`config.mk`:
```
export PLATFORM = sky130hd
export DESIGN_NAME = hourly_valve_scheduler
export DESIGN_NICKNAME = d
export VERILOG_FILES = /design/src/rtl/hvs_pkg.sv /design/src/rtl/hvs_mod_unit.sv /design/src/rtl/hvs_datapath.sv /design/src/rtl/hvs_controller.sv /design/src/rtl/hourly_valve_scheduler.sv
export VERILOG_INCLUDE_DIRS = /design/src /design/src/rtl
export SDC_FILE = /design/constraint.sdc
export NUM_CORES = 1
export LEC_CHECK = 0
export ABC_CLOCK_PERIOD_IN_PS = 6500
export BUFFER_PORTS_ARGS = -buffer_cell sky130_fd_sc_hd__buf_2
export CAP_MARGIN = 20
export CORE_MARGIN = 2
export CORE_UTILIZATION = 50
export CTS_CLUSTER_SIZE = 16
export DETAILED_ROUTE_END_ITERATION = 8
export HOLD_SLACK_MARGIN = 0.08
export PLACE_DENSITY = 0.72
export SYNTH_ARGS = -nofsm -noshare
export SYNTH_HDL_FRONTEND = slang
export SYNTH_SLANG_ARGS = --single-unit
export TNS_END_PERCENT = 1
```
`constraint.sdc`:
```
create_clock -name clk -period 6.5 [get_ports clk]
set_clock_uncertainty 0.1 [all_clocks]
set_input_delay 0.325 -clock clk [delete_from_list [all_inputs] [get_ports clk]]
set_output_delay 0.325 -clock clk [all_outputs]
set_load 0.02 [all_outputs]
```
`src/rtl/hourly_valve_scheduler_macros.svh`:
```
// ---------------------------------------------------------------------------
// Hourly valve scheduler assertion macros
// Shared assertion forms, clocked on clk and disabled while arst_n is low.
// ---------------------------------------------------------------------------
`ifndef HOURLY_VALVE_SCHEDULER_MACROS_SVH
`define HOURLY_VALVE_SCHEDULER_MACROS_SVH

// The consequent must hold in the same cycle as the antecedent.
`define HVS_ASSERT_SAME(lbl, ante, cons) \
	lbl: assert property (@(posedge clk) disable iff (!arst_n) (ante) |-> (cons)) \
		else $error("hourly valve scheduler: same-cycle check failed");

// The consequent must hold in the cycle after the antecedent.
`define HVS_ASSERT_NEXT(lbl, ante, cons) \
	lbl: assert property (@(posedge clk) disable iff (!arst_n) (ante) |=> (cons)) \
		else $error("hourly valve scheduler: next-cycle check failed");

`endif

```
`src/rtl/hvs_pkg.sv`:
```
// ---------------------------------------------------------------------------
// Hourly valve scheduler package
// Types, constants and codes shared by the scheduler modules.
// ---------------------------------------------------------------------------
`default_nettype none

package hvs_pkg;

	localparam int NUM_SLOTS_DEF = 10;
	localparam int REG_SLOTS     = 10;
	localparam int HOUR_W        = 5;
	localparam int MIN_W         = 6;
	localparam int SEC_W         = 6;
	localparam int SLOT_W        = 4;
	localparam int INTERVAL_W    = 8;
	localparam int DURATION_W    = 16;
	localparam int PACKED_W      = 50;
	localparam int CFG_W         = 50;
	localparam int CFG_IDX_W     = 2;
	localparam int DAY_W         = 32;
	localparam int MARK_W        = 8;
	localparam int BITS_PER_STEP = 2;
	localparam int DIV_STEPS     = DAY_W / BITS_PER_STEP;
	localparam int DIV_CNT_W     = $clog2(DIV_STEPS);

	localparam logic [MARK_W-1:0] HOUR_NONE     = 8'hff;
	localparam logic [MARK_W-1:0] HOUR_LAST     = 8'd23;
	localparam logic [MARK_W-1:0] HOUR_MIDNIGHT = 8'd24;
	localparam logic [SEC_W-1:0]  CHECK_SECONDS = 6'd9;

	localparam logic [CFG_IDX_W-1:0] REG_INTERVAL = 2'd0;
	localparam logic [CFG_IDX_W-1:0] REG_DURATION = 2'd1;
	localparam logic [CFG_IDX_W-1:0] REG_HOURS    = 2'd2;

	localparam logic OP_INIT = 1'b0;
	localparam logic OP_TICK = 1'b1;

	typedef struct packed {
		logic              operation;
		logic [HOUR_W-1:0] hour;
		logic [MIN_W-1:0]  minute;
		logic [SEC_W-1:0]  second;
	} in_item_t;

	typedef struct packed {
		logic              valve_open;
		logic [SLOT_W-1:0] active_slot;
	} out_item_t;

	typedef enum logic [1:0] {
		S_IDLE,
		S_SCHED,
		S_DIV,
		S_DONE
	} ctrl_state_t;

	typedef struct packed {
		logic capture;
		logic sched;
		logic div_step;
		logic valve;
		logic out_load;
	} ctrl_cmd_t;

	typedef struct packed {
		logic is_init;
		logic check_needed;
		logic div_last;
		logic out_busy;
	} ctrl_status_t;

endpackage

`default_nettype wire

```
`src/rtl/hvs_mod_unit.sv`:
```
// ---------------------------------------------------------------------------
// Hourly valve scheduler remainder unit
// Restoring remainder of a 32-bit dividend by an 8-bit divisor, two
// dividend bits per step.
// ---------------------------------------------------------------------------
`default_nettype none

module hvs_mod_unit (
	input  wire logic                             clk,
	input  wire logic                             arst_n,
	input  wire logic                             load,
	input  wire logic                             step,
	input  wire logic [hvs_pkg::DAY_W-1:0]        dividend,
	input  wire logic [hvs_pkg::INTERVAL_W-1:0]   divisor,
	output logic      [hvs_pkg::INTERVAL_W-1:0]   remainder,
	output logic                                  last
);

	logic [hvs_pkg::DAY_W-1:0]      dvd_q;
	logic [hvs_pkg::INTERVAL_W-1:0] rem_q;
	logic [hvs_pkg::DIV_CNT_W-1:0]  cnt_q;
	logic [hvs_pkg::INTERVAL_W:0]   trial1;
	logic [hvs_pkg::INTERVAL_W:0]   trial2;
	logic [hvs_pkg::INTERVAL_W-1:0] rem1;
	logic [hvs_pkg::INTERVAL_W-1:0] rem2;

	always_comb begin
		trial1 = {rem_q, dvd_q[hvs_pkg::DAY_W-1]};
		if (trial1 >= {1'b0, divisor}) begin
			trial1 = trial1 - {1'b0, divisor};
		end
		rem1   = trial1[hvs_pkg::INTERVAL_W-1:0];
		trial2 = {rem1, dvd_q[hvs_pkg::DAY_W-2]};
		if (trial2 >= {1'b0, divisor}) begin
			trial2 = trial2 - {1'b0, divisor};
		end
		rem2   = trial2[hvs_pkg::INTERVAL_W-1:0];
	end

	always_ff @(posedge clk or negedge arst_n) begin
		if (!arst_n) begin
			cnt_q <= '0;
		end else if (load) begin
			cnt_q <= hvs_pkg::DIV_CNT_W'(hvs_pkg::DIV_STEPS - 1);
		end else if (step) begin
			cnt_q <= cnt_q - 1'b1;
		end
	end

	always_ff @(posedge clk) begin
		if (load) begin
			dvd_q <= dividend;
			rem_q <= '0;
		end else if (step) begin
			dvd_q <= {dvd_q[hvs_pkg::DAY_W-3:0], 2'b00};
			rem_q <= rem2;
		end
	end

	assign remainder = rem_q;
	assign last      = (cnt_q == '0);

endmodule

`default_nettype wire

```
`src/rtl/hvs_datapath.sv`:
```
// ---------------------------------------------------------------------------
// Hourly valve scheduler datapath
// Configuration registers, day and hour bookkeeping, slot match, valve
// timing and the result register.
// ---------------------------------------------------------------------------
`default_nettype none

`include "hourly_valve_scheduler_macros.svh"

module hvs_datapath #(
	parameter int NUM_SLOTS = hvs_pkg::NUM_SLOTS_DEF
) (
	input  wire logic                          clk,
	input  wire logic                          arst_n,
	input  wire hvs_pkg::ctrl_cmd_t            cmd,
	output hvs_pkg::ctrl_status_t              status,
	input  wire hvs_pkg::in_item_t             in_data,
	input  wire logic                          cfg_we,
	input  wire logic [hvs_pkg::CFG_IDX_W-1:0] cfg_index,
	input  wire logic [hvs_pkg::CFG_W-1:0]     cfg_data,
	input  wire logic                          out_ready,
	output logic                               out_valid,
	output hvs_pkg::out_item_t                 out_data
);

	logic [hvs_pkg::INTERVAL_W-1:0] interval_q;
	logic [hvs_pkg::DURATION_W-1:0] duration_q;
	logic [hvs_pkg::PACKED_W-1:0]   hours_q;

	hvs_pkg::in_item_t              item_q;
	logic [hvs_pkg::DAY_W-1:0]      day_q;
	logic                           rolled_q;
	logic [hvs_pkg::MARK_W-1:0]     prev_hour_q;
	logic [hvs_pkg::MARK_W-1:0]     checked_q;
	logic [hvs_pkg::MARK_W-1:0]     startup_q;
	logic                           valve_on_q;
	logic [hvs_pkg::SLOT_W-1:0]     latch_q;
	logic [hvs_pkg::DURATION_W-1:0] tick_cnt_q;
	logic                           check_q;
	logic                           out_valid_q;
	hvs_pkg::out_item_t             out_q;

	logic [hvs_pkg::MARK_W-1:0]     hour_w;
	logic                           window;
	logic                           check_now;
	logic [hvs_pkg::DAY_W-1:0]      day_next;
	logic                           rolled_next;
	logic [hvs_pkg::MARK_W-1:0]     checked_next;
	logic [hvs_pkg::INTERVAL_W-1:0] remainder;
	logic                           div_last;

	logic [hvs_pkg::MARK_W-1:0]     hour24;
	logic [hvs_pkg::MARK_W-1:0]     limit;
	logic [hvs_pkg::HOUR_W-1:0]     slot_h;
	logic                           match;
	logic [hvs_pkg::SLOT_W-1:0]     match_slot;
	logic [hvs_pkg::SLOT_W-1:0]     latch_sched;
	logic [hvs_pkg::DURATION_W-1:0] tick_inc;
	logic                           valve_next;
	logic [hvs_pkg::SLOT_W-1:0]     latch_next;
	logic [hvs_pkg::DURATION_W-1:0] tick_next;

	always_ff @(posedge clk or negedge arst_n) begin
		if (!arst_n) begin
			interval_q <= '0;
			duration_q <= '0;
			hours_q    <= '0;
		end else if (cfg_we) begin
			case (cfg_index)
				hvs_pkg::REG_INTERVAL: interval_q <= cfg_data[hvs_pkg::INTERVAL_W-1:0];
				hvs_pkg::REG_DURATION: duration_q <= cfg_data[hvs_pkg::DURATION_W-1:0];
				hvs_pkg::REG_HOURS:    hours_q    <= cfg_data[hvs_pkg::PACKED_W-1:0];
				default: ;
			endcase
		end
	end

	always_ff @(posedge clk) begin
		if (cmd.capture) begin
			item_q <= in_data;
		end
	end

	// Day roll-over and once-per-hour check window.
	always_comb begin
		hour_w       = {{(hvs_pkg::MARK_W-hvs_pkg::HOUR_W){1'b0}}, item_q.hour};
		window       = (item_q.minute == '0) && (item_q.second < hvs_pkg::CHECK_SECONDS);
		check_now    = (interval_q != '0) && window && (checked_q != hour_w);
		day_next     = day_q;
		rolled_next  = rolled_q;
		checked_next = checked_q;
		if ((item_q.hour == '0) && (prev_hour_q == hvs_pkg::HOUR_LAST)) begin
			if (!rolled_q) begin
				day_next    = day_q + 1'b1;
				rolled_next = 1'b1;
			end
		end else if (item_q.hour != '0) begin
			rolled_next = 1'b0;
		end
		if (window) begin
			if (checked_q != hour_w) begin
				checked_next = hour_w;
			end
		end else if (item_q.minute != '0) begin
			checked_next = hvs_pkg::HOUR_NONE;
		end
	end

	hvs_mod_unit u_mod (
		.clk      (clk),
		.arst_n   (arst_n),
		.load     (cmd.sched),
		.step     (cmd.div_step),
		.dividend (day_next - 1'b1),
		.divisor  (interval_q),
		.remainder(remainder),
		.last     (div_last)
	);

	// Slot match: the last slot that fits wins.
	always_comb begin
		hour24     = (item_q.hour == '0) ? hvs_pkg::HOUR_MIDNIGHT : hour_w;
		limit      = (startup_q == '0) ? hvs_pkg::HOUR_MIDNIGHT : startup_q;
		match_slot = '0;
		slot_h     = '0;
		for (int k = 1; k <= NUM_SLOTS; k++) begin
			slot_h = '0;
			if (k <= hvs_pkg::REG_SLOTS) begin
				slot_h = hours_q[hvs_pkg::HOUR_W*(k-1) +: hvs_pkg::HOUR_W];
			end
			if ((slot_h != '0) &&
			    ({{(hvs_pkg::MARK_W-hvs_pkg::HOUR_W){1'b0}}, slot_h} == hour24) &&
			    !((day_q == hvs_pkg::DAY_W'(1)) &&
			      ({{(hvs_pkg::MARK_W-hvs_pkg::HOUR_W){1'b0}}, slot_h} <= limit))) begin
				match_slot = hvs_pkg::SLOT_W'(k);
			end
		end
		match       = check_q && (remainder == '0) && !valve_on_q && (match_slot != '0);
		latch_sched = match ? match_slot : latch_q;
	end

	// Valve timing.
	always_comb begin
		tick_inc   = tick_cnt_q + 1'b1;
		valve_next = valve_on_q;
		latch_next = latch_sched;
		tick_next  = tick_cnt_q;
		if ((latch_sched != '0) && (duration_q != '0)) begin
			if (!valve_on_q) begin
				tick_next  = '0;
				valve_next = 1'b1;
			end else if (tick_inc >= duration_q) begin
				tick_next  = '0;
				valve_next = 1'b0;
				latch_next = '0;
			end else begin
				tick_next  = tick_inc;
			end
		end else if (latch_sched == '0) begin
			if (valve_on_q) begin
				tick_next  = '0;
				valve_next = 1'b0;
			end
		end else begin
			latch_next = '0;
			valve_next = 1'b0;
		end
	end

	always_ff @(posedge clk or negedge arst_n) begin
		if (!arst_n) begin
			day_q       <= hvs_pkg::DAY_W'(1);
			rolled_q    <= 1'b0;
			prev_hour_q <= hvs_pkg::HOUR_NONE;
			checked_q   <= hvs_pkg::HOUR_NONE;
			startup_q   <= hvs_pkg::HOUR_NONE;
			valve_on_q  <= 1'b0;
			latch_q     <= '0;
			tick_cnt_q  <= '0;
			check_q     <= 1'b0;
		end else begin
			if (cmd.sched) begin
				if (item_q.operation == hvs_pkg::OP_INIT) begin
					day_q       <= hvs_pkg::DAY_W'(1);
					rolled_q    <= 1'b0;
					prev_hour_q <= hvs_pkg::HOUR_NONE;
					checked_q   <= hvs_pkg::HOUR_NONE;
					startup_q   <= hour_w;
					valve_on_q  <= 1'b0;
					latch_q     <= '0;
					check_q     <= 1'b0;
				end else if (interval_q != '0) begin
					day_q       <= day_next;
					rolled_q    <= rolled_next;
					checked_q   <= checked_next;
					prev_hour_q <= hour_w;
					check_q     <= check_now;
				end else begin
					check_q     <= 1'b0;
				end
			end
			if (cmd.valve) begin
				valve_on_q <= valve_next;
				latch_q    <= latch_next;
				tick_cnt_q <= tick_next;
			end
		end
	end

	always_ff @(posedge clk or negedge arst_n) begin
		if (!arst_n) begin
			out_valid_q <= 1'b0;
		end else if (cmd.out_load) begin
			out_valid_q <= 1'b1;
		end else if (out_ready) begin
			out_valid_q <= 1'b0;
		end
	end

	always_ff @(posedge clk) begin
		if (cmd.out_load) begin
			out_q.valve_open  <= cmd.valve ? valve_next : valve_on_q;
			out_q.active_slot <= cmd.valve ? latch_next : latch_q;
		end
	end

	assign status.is_init      = (item_q.operation == hvs_pkg::OP_INIT);
	assign status.check_needed = check_now;
	assign status.div_last     = div_last;
	assign status.out_busy     = out_valid_q && !out_ready;
	assign out_valid           = out_valid_q;
	assign out_data            = out_q;

	`HVS_ASSERT_SAME(a_valve_has_slot, valve_on_q, latch_q != '0)
	`HVS_ASSERT_SAME(a_slot_in_range, 1'b1, latch_q <= hvs_pkg::SLOT_W'(NUM_SLOTS))
	`HVS_ASSERT_NEXT(a_load_gives_valid, cmd.out_load, out_valid_q)

endmodule

`default_nettype wire

```
`src/rtl/hvs_controller.sv`:
```
// ---------------------------------------------------------------------------
// Hourly valve scheduler controller
// Sequences capture, schedule update, remainder steps and result loading.
// ---------------------------------------------------------------------------
`default_nettype none

`include "hourly_valve_scheduler_macros.svh"

module hvs_controller (
	input  wire logic                  clk,
	input  wire logic                  arst_n,
	input  wire logic                  in_valid,
	output logic                       in_ready,
	input  wire hvs_pkg::ctrl_status_t status,
	output hvs_pkg::ctrl_cmd_t         cmd
);

	hvs_pkg::ctrl_state_t state_q;
	hvs_pkg::ctrl_state_t state_next;

	always_ff @(posedge clk or negedge arst_n) begin
		if (!arst_n) begin
			state_q <= hvs_pkg::S_IDLE;
		end else begin
			state_q <= state_next;
		end
	end

	always_comb begin
		state_next = state_q;
		cmd        = '0;
		in_ready   = 1'b0;
		case (state_q)
			hvs_pkg::S_IDLE: begin
				in_ready = 1'b1;
				if (in_valid) begin
					cmd.capture = 1'b1;
					state_next  = hvs_pkg::S_SCHED;
				end
			end
			hvs_pkg::S_SCHED: begin
				cmd.sched = 1'b1;
				if (!status.is_init && status.check_needed) begin
					state_next = hvs_pkg::S_DIV;
				end else begin
					state_next = hvs_pkg::S_DONE;
				end
			end
			hvs_pkg::S_DIV: begin
				cmd.div_step = 1'b1;
				if (status.div_last) begin
					state_next = hvs_pkg::S_DONE;
				end
			end
			hvs_pkg::S_DONE: begin
				if (!status.out_busy) begin
					cmd.valve    = !status.is_init;
					cmd.out_load = 1'b1;
					state_next   = hvs_pkg::S_IDLE;
				end
			end
			default: begin
				state_next = hvs_pkg::S_IDLE;
			end
		endcase
	end

	`HVS_ASSERT_NEXT(a_capture_to_sched, cmd.capture, state_q == hvs_pkg::S_SCHED)
	`HVS_ASSERT_SAME(a_load_when_free, cmd.out_load, !status.out_busy)

endmodule

`default_nettype wire

```
`src/rtl/hourly_valve_scheduler.sv`:
```
// Flow: an accepted transaction goes through the schedule and done states to a valid
// result, with the remainder state between them when the hourly check runs; there a
// 2-bit-per-cycle unit works out the day remainder. Input is taken only when idle.
// A stalled result holds the next transaction at its final step.
// Reset: asynchronous, active low; the day counter returns to 1, all hour marks
// to none, the valve closes and the configuration registers clear to zero.
// ---------------------------------------------------------------------------
// Hourly valve scheduler
// One-valve irrigation scheduler driven by init and once-per-second ticks.
// ---------------------------------------------------------------------------
`default_nettype none

module hourly_valve_scheduler #(
	parameter int NUM_SLOTS = hvs_pkg::NUM_SLOTS_DEF
) (
	input  wire logic                          clk,
	input  wire logic                          arst_n,
	input  wire logic                          in_valid,
	output logic                               in_ready,
	input  wire hvs_pkg::in_item_t             in_data,
	output logic                               out_valid,
	input  wire logic                          out_ready,
	output hvs_pkg::out_item_t                 out_data,
	input  wire logic                          cfg_we,
	input  wire logic [hvs_pkg::CFG_IDX_W-1:0] cfg_index,
	input  wire logic [hvs_pkg::CFG_W-1:0]     cfg_data
);

	hvs_pkg::ctrl_cmd_t    cmd;
	hvs_pkg::ctrl_status_t status;

	hvs_controller u_ctrl (
		.clk     (clk),
		.arst_n  (arst_n),
		.in_valid(in_valid),
		.in_ready(in_ready),
		.status  (status),
		.cmd     (cmd)
	);

	hvs_datapath #(
		.NUM_SLOTS(NUM_SLOTS)
	) u_dp (
		.clk      (clk),
		.arst_n   (arst_n),
		.cmd      (cmd),
		.status   (status),
		.in_data  (in_data),
		.cfg_we   (cfg_we),
		.cfg_index(cfg_index),
		.cfg_data (cfg_data),
		.out_ready(out_ready),
		.out_valid(out_valid),
		.out_data (out_data)
	);

endmodule

`default_nettype wire
```
==> results.md, run 1 <==
- Status: finished clean
- FFs w/ async S/R, synth: 71.0%
- Routed vias: 11300
- Final WL: 34200 um
- WP buf/inv: 3
- CTS H-Tree Depth: 1
- Post-DP Area: 14800 um2
- Number of routed nets with antenna violations: 0
- Mapped Cells: 1418
- TritonRoute pass-1 iters: 8
- Initial core utilization: 50.7%
- Arr. time, crit path: 6.01 ns
- Clock tree buffer depth: 3
- Multiplexer area fraction after synthesis: 8.67%
- CTS sink cnt: 217
- Fin area: 16300 um2
- Worst-Margin Slew: 1.06 ns
- Top_reg_cell synth: dfrtp_1
- Number of global-route vias before repair: 11200
- Synthesis Warnings: 0
- Syn Std Cell Area: 14000 um2
- Setup violators final: 0
- Number of diodes: 0
- Max-slew violations: 0
- Number of synthesized flops with an enable pin: 55
- Nets: 1723
- Synth top area cells: dfrtp_1 (24%), edfxtp_1 (12%), ha_1 (8.1%)
- Largest net degree at the start of global routing: 84
- Clock Tree Root: clkbuf_16
- Skew-Pair Late Insertion Delay: 0.53 ns
- Req. time, crit path: 6.86 ns
- XOR/XNOR share of the synthesized area: 6.92%
- IO Count: 82
- Post-DR vias/cell: 5.78
- Global-route wire length before repair: 56100 um
- Clock transition at path regs: 0.07 ns
- Max VDD drop: 0.249 mV
- CP startpoint kind: flip-flop
- CTS tree: built
- Worst stage delay on the critical path: 0.54 ns
- Crit path top cell by count: o21ai_0
- Register area share after synthesis: 40.5%
- Fin. Hold Viols: 0
- Post-synthesis cell type count: 86
- Cell Rows: 61
- RSZ-0062 raised after global routing: no
- Share of layout cells above drive strength 1: 18.7%
- Synthesized Nets: 1586
- Area grow syn2layout: 15.8%
- Total CTS buffers: 25
- Slowest CP cell: nor2b_1
- GRT Overall Usage: 23.6%
- Fin crit share: 86.9%
- # DRC: 0
- Setup TNS: 0 ns
- Total Power: 6.00 mW
- Simple-gate share of the synthesized area: 17.8%
- Cell taking the most area after synthesis: dfrtp_1
- Chip height: 172 um
- Max Fanout on Critical Path: 16
- Die Wd: 172 um
- 1st-iter DRT viols: 829
- Syn avg cell area: 9.90 um2
- Seq cells post-synth: 217
- Gp weighted congestion: 0.887
- Post-synth top area share: 24.1%
- Post-CTS setup buffers: 0
- PortBufs: 81
- Max Clk Rate: 177 MHz
- Final HPWL DP: 23800 um
- Max-Cap Viols: 0
- Headroom to the max-slew limit: 29.4%
- Largest family of logic cells by synthesized area: simple AND/OR/NAND/NOR gates
- Full die area: 29400 um2
- Synth top cells by count: dfrtp_1 (135), nand2_1 (135), mux2_2 (101), o21ai_0 (96)
- LEAKAGE: 7.05 nW
- Initial antenna violation count: 0
- GRT overflow: 0
- Final worst setup slack: 0.849 ns
- Fin crit period: 5.65 ns
- FILL cells: 2269
- Crit end category: flip-flop
- PwrDens: 369 nW/um2
- Worst hold path class: in2reg
- Top delay family on crit path: compound AO/OA/AOI/OAI gates
- Wire per inst: 17.5 um
- Dpl ws: 0.944 ns
- CP Class: reg2reg
- Synth Area in Adders: 8.40%
- Post-synthesis compound-gate area fraction: 14.1%
- Core Region: 27700 um2
## stage by stage
stage	utilization (%)	hold WS, ns	instances
2_1_floorplan	-	-0.0706	1418
3_3_place_gp	53.4	0.325	1836
3_5_place_dp	53.4	0.329	1836
4_1_cts	58.7	0.141	1952
5_1_grt	58.7	0.190	1952
6_report	58.7	0.165	1952
## per-layer routing
metal	GRT usage (%)	up-vias	part of all wire, %	wire, um
met1	32.1	5510	46	15600
met4	7.26	0	2.5	851
met2	39.3	279	47	16200
met3	3.08	64	4.7	1610
met5	0	-	0	0
li1	-	5421	-	-
## area by class of cell
type,instances,area (um2),share of cell area [%]
Clock buffer,31,648,3.99
Clock inverter,15,126,0.777
Inverter,70,263,1.62
Multi-Input combinational cell,1076,7840,48.2
Sequential cell,217,5690,35.0
Tap cell,378,473,2.91
Timing Repair Buffer,165,1220,7.49
## worst min-delay path, stage by stage
cell and delay [ns]:
buf_2 0.10, inv_1 0.04, a222oi_1 0.13, o21ai_0 0.10, a32oi_1 0.06
## logic make-up (layout without fill, tap and decap cells)
kind of cell,count (synthesis),after routing
AND/OR/NAND/NOR,465,465
AO/OA/AOI/OAI,300,300
flip-flops,217,217
buffers and inverters,125,281
XOR/XNOR,110,110
multiplexers,108,108
adder cells (fa/ha/maj),93,93
## flip-flops by register name, summed over array words and instances, names as in the netlist, 2 cells and up
register              count
u_dp.u_mod.remainder      8
u_dp.out_data             5
u_dp.prev_hour_q          6
u_dp.interval_q           8
u_dp.checked_q            6
u_ctrl.state_q            2
u_dp.tick_cnt_q          16
u_dp.day_q               32
u_dp.item_q              13
u_dp.hour_w               5
u_dp.u_mod.dvd_q         32
u_dp.latch_q              4
u_dp.startup_q            6
u_dp.u_mod.cnt_q          4
u_dp.hours_q             50
u_dp.duration_q          16
## cells in the final DEF, fill, tap and decap left out, types with 7 or more instances in the layout
master         Yosys  layout
a21boi_0          11      11
or4_1             10      10
or3_1              7       7
nor4_1            20      20
a21o_1            27      27
o22ai_1            9       9
and3_1            20      20
ha_1              91      90
clkbuf_16          0      25
buf_4              2      14
or2_2              8       8
nand3_1           36      36
nand4_1           21      21
buf_2              7      80
dlygate4sd3_1      0      70
o21ai_0           96      96
a31oi_1            9       9
nand2b_1          21      21
o21a_1             9       9
o31ai_1            9       9
nor2_1            91      91
edfxtp_1          55      55
dfstp_2           19      19
a21oi_1           43      43
xnor2_1           55      55
mux2_2           101     101
a211oi_1          28      28
xor2_1            54      54
dfxtp_1            8       8
nor3_1            29      29
o211ai_1           8       8
inv_1             70      70
nand2_1          135     135
dfrtp_1          135     135
nor2b_1           20      20
## where the power goes
group          leakage [nW]  internal, mW  switching (mW)
Clock                 0.384         0.787           0.568
Sequential             2.50          1.84           0.241
Combinational          4.16          1.11            1.46
## worst paths after layout
check / to / depth (start not counted) / from / slack [ns]
setup / recovery: u_dp.u_mod.remainder[1]$_SDFFE_PP0P_ / 26 / u_dp.interval_q[1]$_DFFE_PN0P_ / 0.85
hold / removal: u_ctrl.state_q[0]$_DFFE_PN0P_ / 5 / in_valid / 0.16
setup reg to reg: u_dp.u_mod.remainder[1]$_SDFFE_PP0P_ / 26 / u_dp.interval_q[1]$_DFFE_PN0P_ / 0.85
hold reg to reg: u_dp.prev_hour_q[6]$_DFFE_PN1P_ / 2 / u_dp.prev_hour_q[6]$_DFFE_PN1P_ / 0.36
max in group asynchronous: u_dp.hours_q[45]$_DFFE_PN0P_ / 3 / arst_n / 4.56
min in group asynchronous: u_dp.tick_cnt_q[0]$_DFFE_PN0P_ / 2 / arst_n / 0.31
## timing repair
action | CTS | global route
gates resized for setup | 0 | 0
hold buffers | 70 | 0
hold endpoints to repair | 175 | 0
Note: power is estimated with default switching activity, not from simulation.
==> run 2: changes to the inputs <==
==> constraint.sdc (replaced) <==
create_clock -name clk -period 6.5 [get_ports clk]
set_clock_uncertainty 0.1 [all_clocks]
set_input_delay 0.65 -clock clk [delete_from_list [all_inputs] [get_ports clk]]
set_output_delay 0.65 -clock clk [all_outputs]
set_load 0.02 [all_outputs]
==> run 2 against run 1 <==
  * Total power decreased by 1.1%
  * Cell count decreased by 3.7%
  * Count of clock-buffer cells in the layout increased by 1
  * Fmax decreased by 0.45%
  * Critical path depth unchanged
  * Final area decreased by 4.3%
  * Worst hold slack got worse by 0.073 ns
  * Via count decreased by 2.7%
==> results.md, run 2 (synthesis results as in run 1) <==
- Status: finished clean
- R2R cell count: 26
- PortBufs: 81
- Fin crit share: 87.3%
- Req. time, crit path: 6.84 ns
- Final HPWL DP: 23500 um
- Hold Slack: 0.0914 ns
- Initial antenna violation count: 0
- Largest net degree at the start of global routing: 103
- Routed vias: 11000
- Total CTS buffers: 25
- CTS tree: built
- Crit path top cell by count: o21ai_0
- Full die area: 29400 um2
- Combinational share of power: 42.5%
- Biggest register: u_dp.hours_q
- Crit end category: flip-flop
- Area grow syn2layout: 10.8%
- Clk network pwr share: 22.5%
- Slowest CP cell: nor2b_1
- Headroom to the max-slew limit: 30.1%
- Worst stage delay on the critical path: 0.54 ns
- RR Endpoint: u_dp.u_mod.remainder[1]$_SDFFE_PP0P_
- CTS H-Tree Depth: 1
- Global-route wire length before repair: 52900 um
- Fin area: 15600 um2
- Max Fanout on Critical Path: 16
- WP buf/inv: 3
- CTS sink cnt: 217
- Sw Share: 37.5%
- Initial core utilization: 50.7%
- Number of diodes: 0
- Post-DP Area: 14800 um2
- PwrDens: 381 nW/um2
- PostCTS Resize Cnt: 0
- # DRC: 0
- Internal power: 3.71 mW
- Nets: 1653
- Worst-Margin Slew: 1.05 ns
- Most frequent cells in the layout: nand2_1 (135), dfrtp_1 (135), mux2_2 (101), o21ai_0 (96), nor2_1 (91)
- Die Wd: 172 um
- Max-Cap Viols: 0
- Max-slew violations: 0
- Max VDD drop: 0.219 mV
- Final WL: 32600 um
- Top Registers: u_dp.hours_q x50, u_dp.day_q x32, u_dp.u_mod.dvd_q x32
- GRT Overall Usage: 22.3%
- Reg2reg setup slack: 0.82 ns
- Gp weighted congestion: 0.886
- Share of layout cells above drive strength 1: 19.9%
- Number of routed nets with antenna violations: 0
- Clock Tree Root: clkbuf_16
- Worst hold path class: in2async
- Fin crit period: 5.68 ns
- Top delay family on crit path: compound AO/OA/AOI/OAI gates
- CP startpoint kind: flip-flop
- Chip height: 172 um
- Skew-Pair Late Insertion Delay: 0.52 ns
- TritonRoute pass-1 iters: 6
- IO Count: 82
- Dpl ws: 0.934 ns
- Clock tree buffer depth: 3
- Cell Rows: 61
- Fin. Hold Viols: 0
- Final worst setup slack: 0.823 ns
- CTS hold repair buffers: 0
- FILL cells: 2412
- GRT overflow: 0
- Worst setup startpoint: u_dp.interval_q[1]$_DFFE_PN0P_
- Seq pwr share: 35.0%
- Net Switching: 2.23 mW
- Max reg flops: 50
- Reg-to-reg startpoint: u_dp.interval_q[1]$_DFFE_PN0P_
- Setup violators final: 0
- 1st-iter DRT viols: 673
- Setup TNS: 0 ns
- Core Region: 27700 um2
- Number of global-route vias before repair: 10600
- Max Clk Rate: 176 MHz
- Wire per inst: 17.4 um
- CP Class: reg2reg
- Arr. time, crit path: 6.02 ns
- Clock transition at path regs: 0.06 ns
- Post-CTS setup buffers: 0
- Post-DR vias/cell: 5.84
- RSZ-0062 raised after global routing: no
- LEAKAGE: 6.76 nW
-- run 2: changes by cell type in the layout (fill, tap and decap cells not counted), sizes merged --
cell         change
clkbuf           +1
clkinv           -1
bufinv           -1
inv              -2
dlygate4sd3     -70
-- run 2: power groups by stage --
stage / logic [mW] / registers (mW) / clock network, mW
finish: 2.52 / 2.08 / 1.33
global route: 2.84 / 2.12 / 1.41
CTS: 2.51 / 2.07 / 1.36
detailed placement: 2.50 / 2.09 / 0
global placement: 2.43 / 2.09 / 0
floorplan: 1.92 / 2.03 / 0
-- run 2: area by class of cell --
class                      count  area, um2  share of cell area [%]
multi-input combinational   1076       7840                    50.4
clock buffer                  32        693                    4.46
inverter                      70        263                    1.69
clock inverter                11       82.6                   0.531
sequential                   217       5690                    36.6
tap                          378        473                    3.04
timing repair buffer          95        517                    3.32
-- run 2: metal layers --
| layer | vias to the layer above | GRT usage, % | share of wire, % |
|---|---|---|---|
| met3 | 62 | 2.55 | 4.8 |
| met4 | 0 | 6.63 | 2.2 |
| met2 | 296 | 36.6 | 46 |
| met5 | - | 0 | 0 |
| met1 | 5340 | 31.0 | 47 |
| li1 | 5276 | - | - |
-- run 2: how the worst max path moves through the flow --
stage | to | slack [ns] | depth (start not counted)
detailed placement | u_dp.u_mod.remainder[1]$_SDFFE_PP0P_ | 0.93 | 26
CTS | u_dp.u_mod.remainder[1]$_SDFFE_PP0P_ | 0.88 | 26
finish | u_dp.u_mod.remainder[1]$_SDFFE_PP0P_ | 0.82 | 26
global placement | u_dp.u_mod.remainder[1]$_SDFFE_PP0P_ | 1.12 | 26
global route | u_dp.u_mod.remainder[1]$_SDFFE_PP0P_ | 0.28 | 26
floorplan | u_dp.u_mod.remainder[1]$_SDFFE_PP0P_ | 1.28 | 27
-- run 2: through the flow --
step                      instances  util [%]  total power, mW
after global routing           1879      56.2             6.37
after detailed placement       1836      53.4             4.60
after global placement         1836      53.4             4.52
after floorplan                1418         -             3.95
final                          1879      56.2             5.93
after CTS                      1879      56.2             5.95
==> run 3: changes to the inputs <==
--- a/config.mk
+++ b/config.mk
@@ -9,12 +9,13 @@
 export ABC_CLOCK_PERIOD_IN_PS = 6500
 export BUFFER_PORTS_ARGS = -buffer_cell sky130_fd_sc_hd__buf_2
 export CAP_MARGIN = 20
+export CELL_PAD_IN_SITES_DETAIL_PLACEMENT = 0
+export CELL_PAD_IN_SITES_GLOBAL_PLACEMENT = 1
 export CORE_MARGIN = 2
-export CORE_UTILIZATION = 50
-export CTS_CLUSTER_SIZE = 16
+export CORE_UTILIZATION = 49
 export DETAILED_ROUTE_END_ITERATION = 8
 export HOLD_SLACK_MARGIN = 0.08
-export PLACE_DENSITY = 0.72
+export PLACE_DENSITY = 0.85
 export SYNTH_ARGS = -nofsm -noshare
 export SYNTH_HDL_FRONTEND = slang
 export SYNTH_SLANG_ARGS = --single-unit
==> run 3 against run 2 <==
  * Die area grew 2.0%
  * Total power grew 2.8%
  * Flip-flop and latch count unchanged
  * Fmax decreased by 2.3%
  * Critical path depth up 1
  * Combinational power about the same
  * Largest power group unchanged
  * Via count is 1.6% lower
  * Cell count is 0.21% higher
  * First-iteration DRC count is 4.8% higher
  * Non-clock buffer count down 1
  * Critical endpoint unchanged
==> results.md, run 3 (synthesis results as in run 1) <==
- Status: finished clean
- Arr. time, crit path: 6.17 ns
- Fin area: 15700 um2
- Initial antenna violation count: 0
- Req. time, crit path: 6.86 ns
- Footprint of the multi-input gates: 7850 um2
- Number of global-route vias before repair: 10700
- Post-DR vias/cell: 5.74
- PwrDens: 389 nW/um2
- Final worst setup slack: 0.690 ns
- Sw Share: 37.5%
- Largest net degree at the start of global routing: 96
- Die Wd: 173 um
- Skew-Pair Late Insertion Delay: 0.53 ns
- Setup violators final: 0
- Final core utilization: 56.0%
- Area grow syn2layout: 11.7%
- Clk network pwr share: 24.3%
- Fin crit share: 89.4%
- Post-CTS setup buffers: 0
- Dpl ws: 0.707 ns
- IO Count: 82
- Fin crit period: 5.81 ns
- Fin. Hold Viols: 0
- Clock Tree Root: clkbuf_16
- Setup TNS: 0 ns
- GRT Overall Usage: 22.1%
- Initial core utilization: 50.1%
- Core Region: 28000 um2
- Final Non-Filler Cells: 1883
- Net Switching: 2.29 mW
- Reg2reg setup slack: 0.69 ns
- PortBufs: 81
- Nets: 1653
- Full die area: 30000 um2
- LEAKAGE: 6.80 nW
- Max Clk Rate: 172 MHz
- 1st-iter DRT viols: 705
- CP startpoint kind: flip-flop
- TritonRoute pass-1 iters: 5
- Max-slew violations: 0
- Global-route wire length before repair: 55200 um
- FILL cells: 2512
- CP Class: reg2reg
- Crit end category: flip-flop
- Biggest register: u_dp.hours_q
- Internal power: 3.81 mW
- Seq pwr share: 34.0%
- GRT overflow: 0
- Share of layout cells above drive strength 1: 20.2%
- Clock tree buffer depth: 3
- Storage cell area: 5690 um2
- Max Fanout on Critical Path: 12
- CTS H-Tree Depth: 1
- Headroom to the max-slew limit: 36.1%
- Worst-Margin Slew: 0.959 ns
- # DRC: 0
- Cell Rows: 61
- Total Power: 6.10 mW
- Final HPWL DP: 23200 um
- Hold Slack: 0.106 ns
- Max-Cap Viols: 0
- Top Registers: u_dp.hours_q x50, u_dp.day_q x32, u_dp.u_mod.dvd_q x32
- Gp weighted congestion: 0.895
- Inst Count DP: 1835
- Worst hold path class: in2async
- Max VDD drop: 0.257 mV
- Max reg flops: 50
- Chip height: 173 um
- Clock transition at path regs: 0.06 ns
- CTS tree: built
- Most frequent cells in the layout: nand2_1 (135), dfrtp_1 (135), mux2_2 (101), o21ai_0 (96), nor2_1 (91)
- Combinational share of power: 41.7%
- Wire per inst: 17.4 um
- Total CTS buffers: 26
- Post-DP Area: 14800 um2
- Number of diodes: 0
- CTS sink cnt: 217
- CTS hold repair buffers: 0
- Routed vias: 10800
- RSZ-0062 raised after global routing: no
- Final WL: 32800 um
- Number of routed nets with antenna violations: 0
-- run 3: final timing paths --
check / endpoint / depth (start not counted) / from
min reg2reg: u_dp.prev_hour_q[6]$_DFFE_PN1P_ / 2 / u_dp.prev_hour_q[6]$_DFFE_PN1P_
max reg2reg: u_dp.u_mod.remainder[1]$_SDFFE_PP0P_ / 27 / u_dp.interval_q[1]$_DFFE_PN0P_
min in group clk: u_dp.item_q[5]$_DFFE_PP_ / 1 / in_data[5]
max in group asynchronous: u_dp.interval_q[2]$_DFFE_PN0P_ / 2 / arst_n
max: u_dp.u_mod.remainder[1]$_SDFFE_PP0P_ / 27 / u_dp.interval_q[1]$_DFFE_PN0P_
min: u_dp.tick_cnt_q[10]$_DFFE_PN0P_ / 1 / arst_n
-- run 3: routing by layer --
metal / global-route usage [%] / vias up / routed length (um)
li1: - / 5281 / -
met1: 32.0 / 5222 / 15700
met2: 35.1 / 255 / 14800
met3: 2.85 / 45 / 1640
met4: 5.37 / 0 / 637
met5: 0 / - / 0
-- run 3: final cells by class --
type	instances	share of cell area, %
Inverter	70	1.68
Clock buffer	31	4.68
Tap cell	378	3.02
Multi-Input combinational cell	1076	50.1
Timing Repair Buffer	94	3.25
Clock inverter	17	1.01
Sequential cell	217	36.3
-- run 3: power groups by stage --
stage / clock network [mW] / logic (mW) / registers (mW)
final: 1.48 / 2.55 / 2.07
after global routing: 1.58 / 2.89 / 2.12
after CTS: 1.52 / 2.54 / 2.07
after detailed placement: 0 / 2.53 / 2.09
after global placement: 0 / 2.46 / 2.09
after floorplan: 0 / 1.92 / 2.03
-- run 3: repair_timing --
action	CTS	global route
resized for setup	0	1
hold endpoints to repair	0	0
endpoints found under the setup margin	0	4
-- run 3: critical path, cell delays in order (launching register included) --
cell and delay [ns]:
dfrtp_1 0.41, inv_1 0.17, ha_1 0.27, nor2b_1 0.13, o21ai_0 0.22, a21boi_0 0.16
o21ai_0 0.22, a21boi_0 0.15, o21a_1 0.20, o21ai_0 0.27, nor2b_1 0.28, buf_4 0.19
nor2_1 0.04, a21oi_1 0.20, inv_1 0.10, ha_1 0.30, nor2b_1 0.13, o21ai_0 0.24
a21boi_0 0.15, o21ai_0 0.21, a21boi_0 0.15, o21ai_0 0.23, a31oi_1 0.15, a311oi_2 0.44
buf_4 0.26, nand2b_1 0.12, o211ai_1 0.08, a21oi_1 0.17
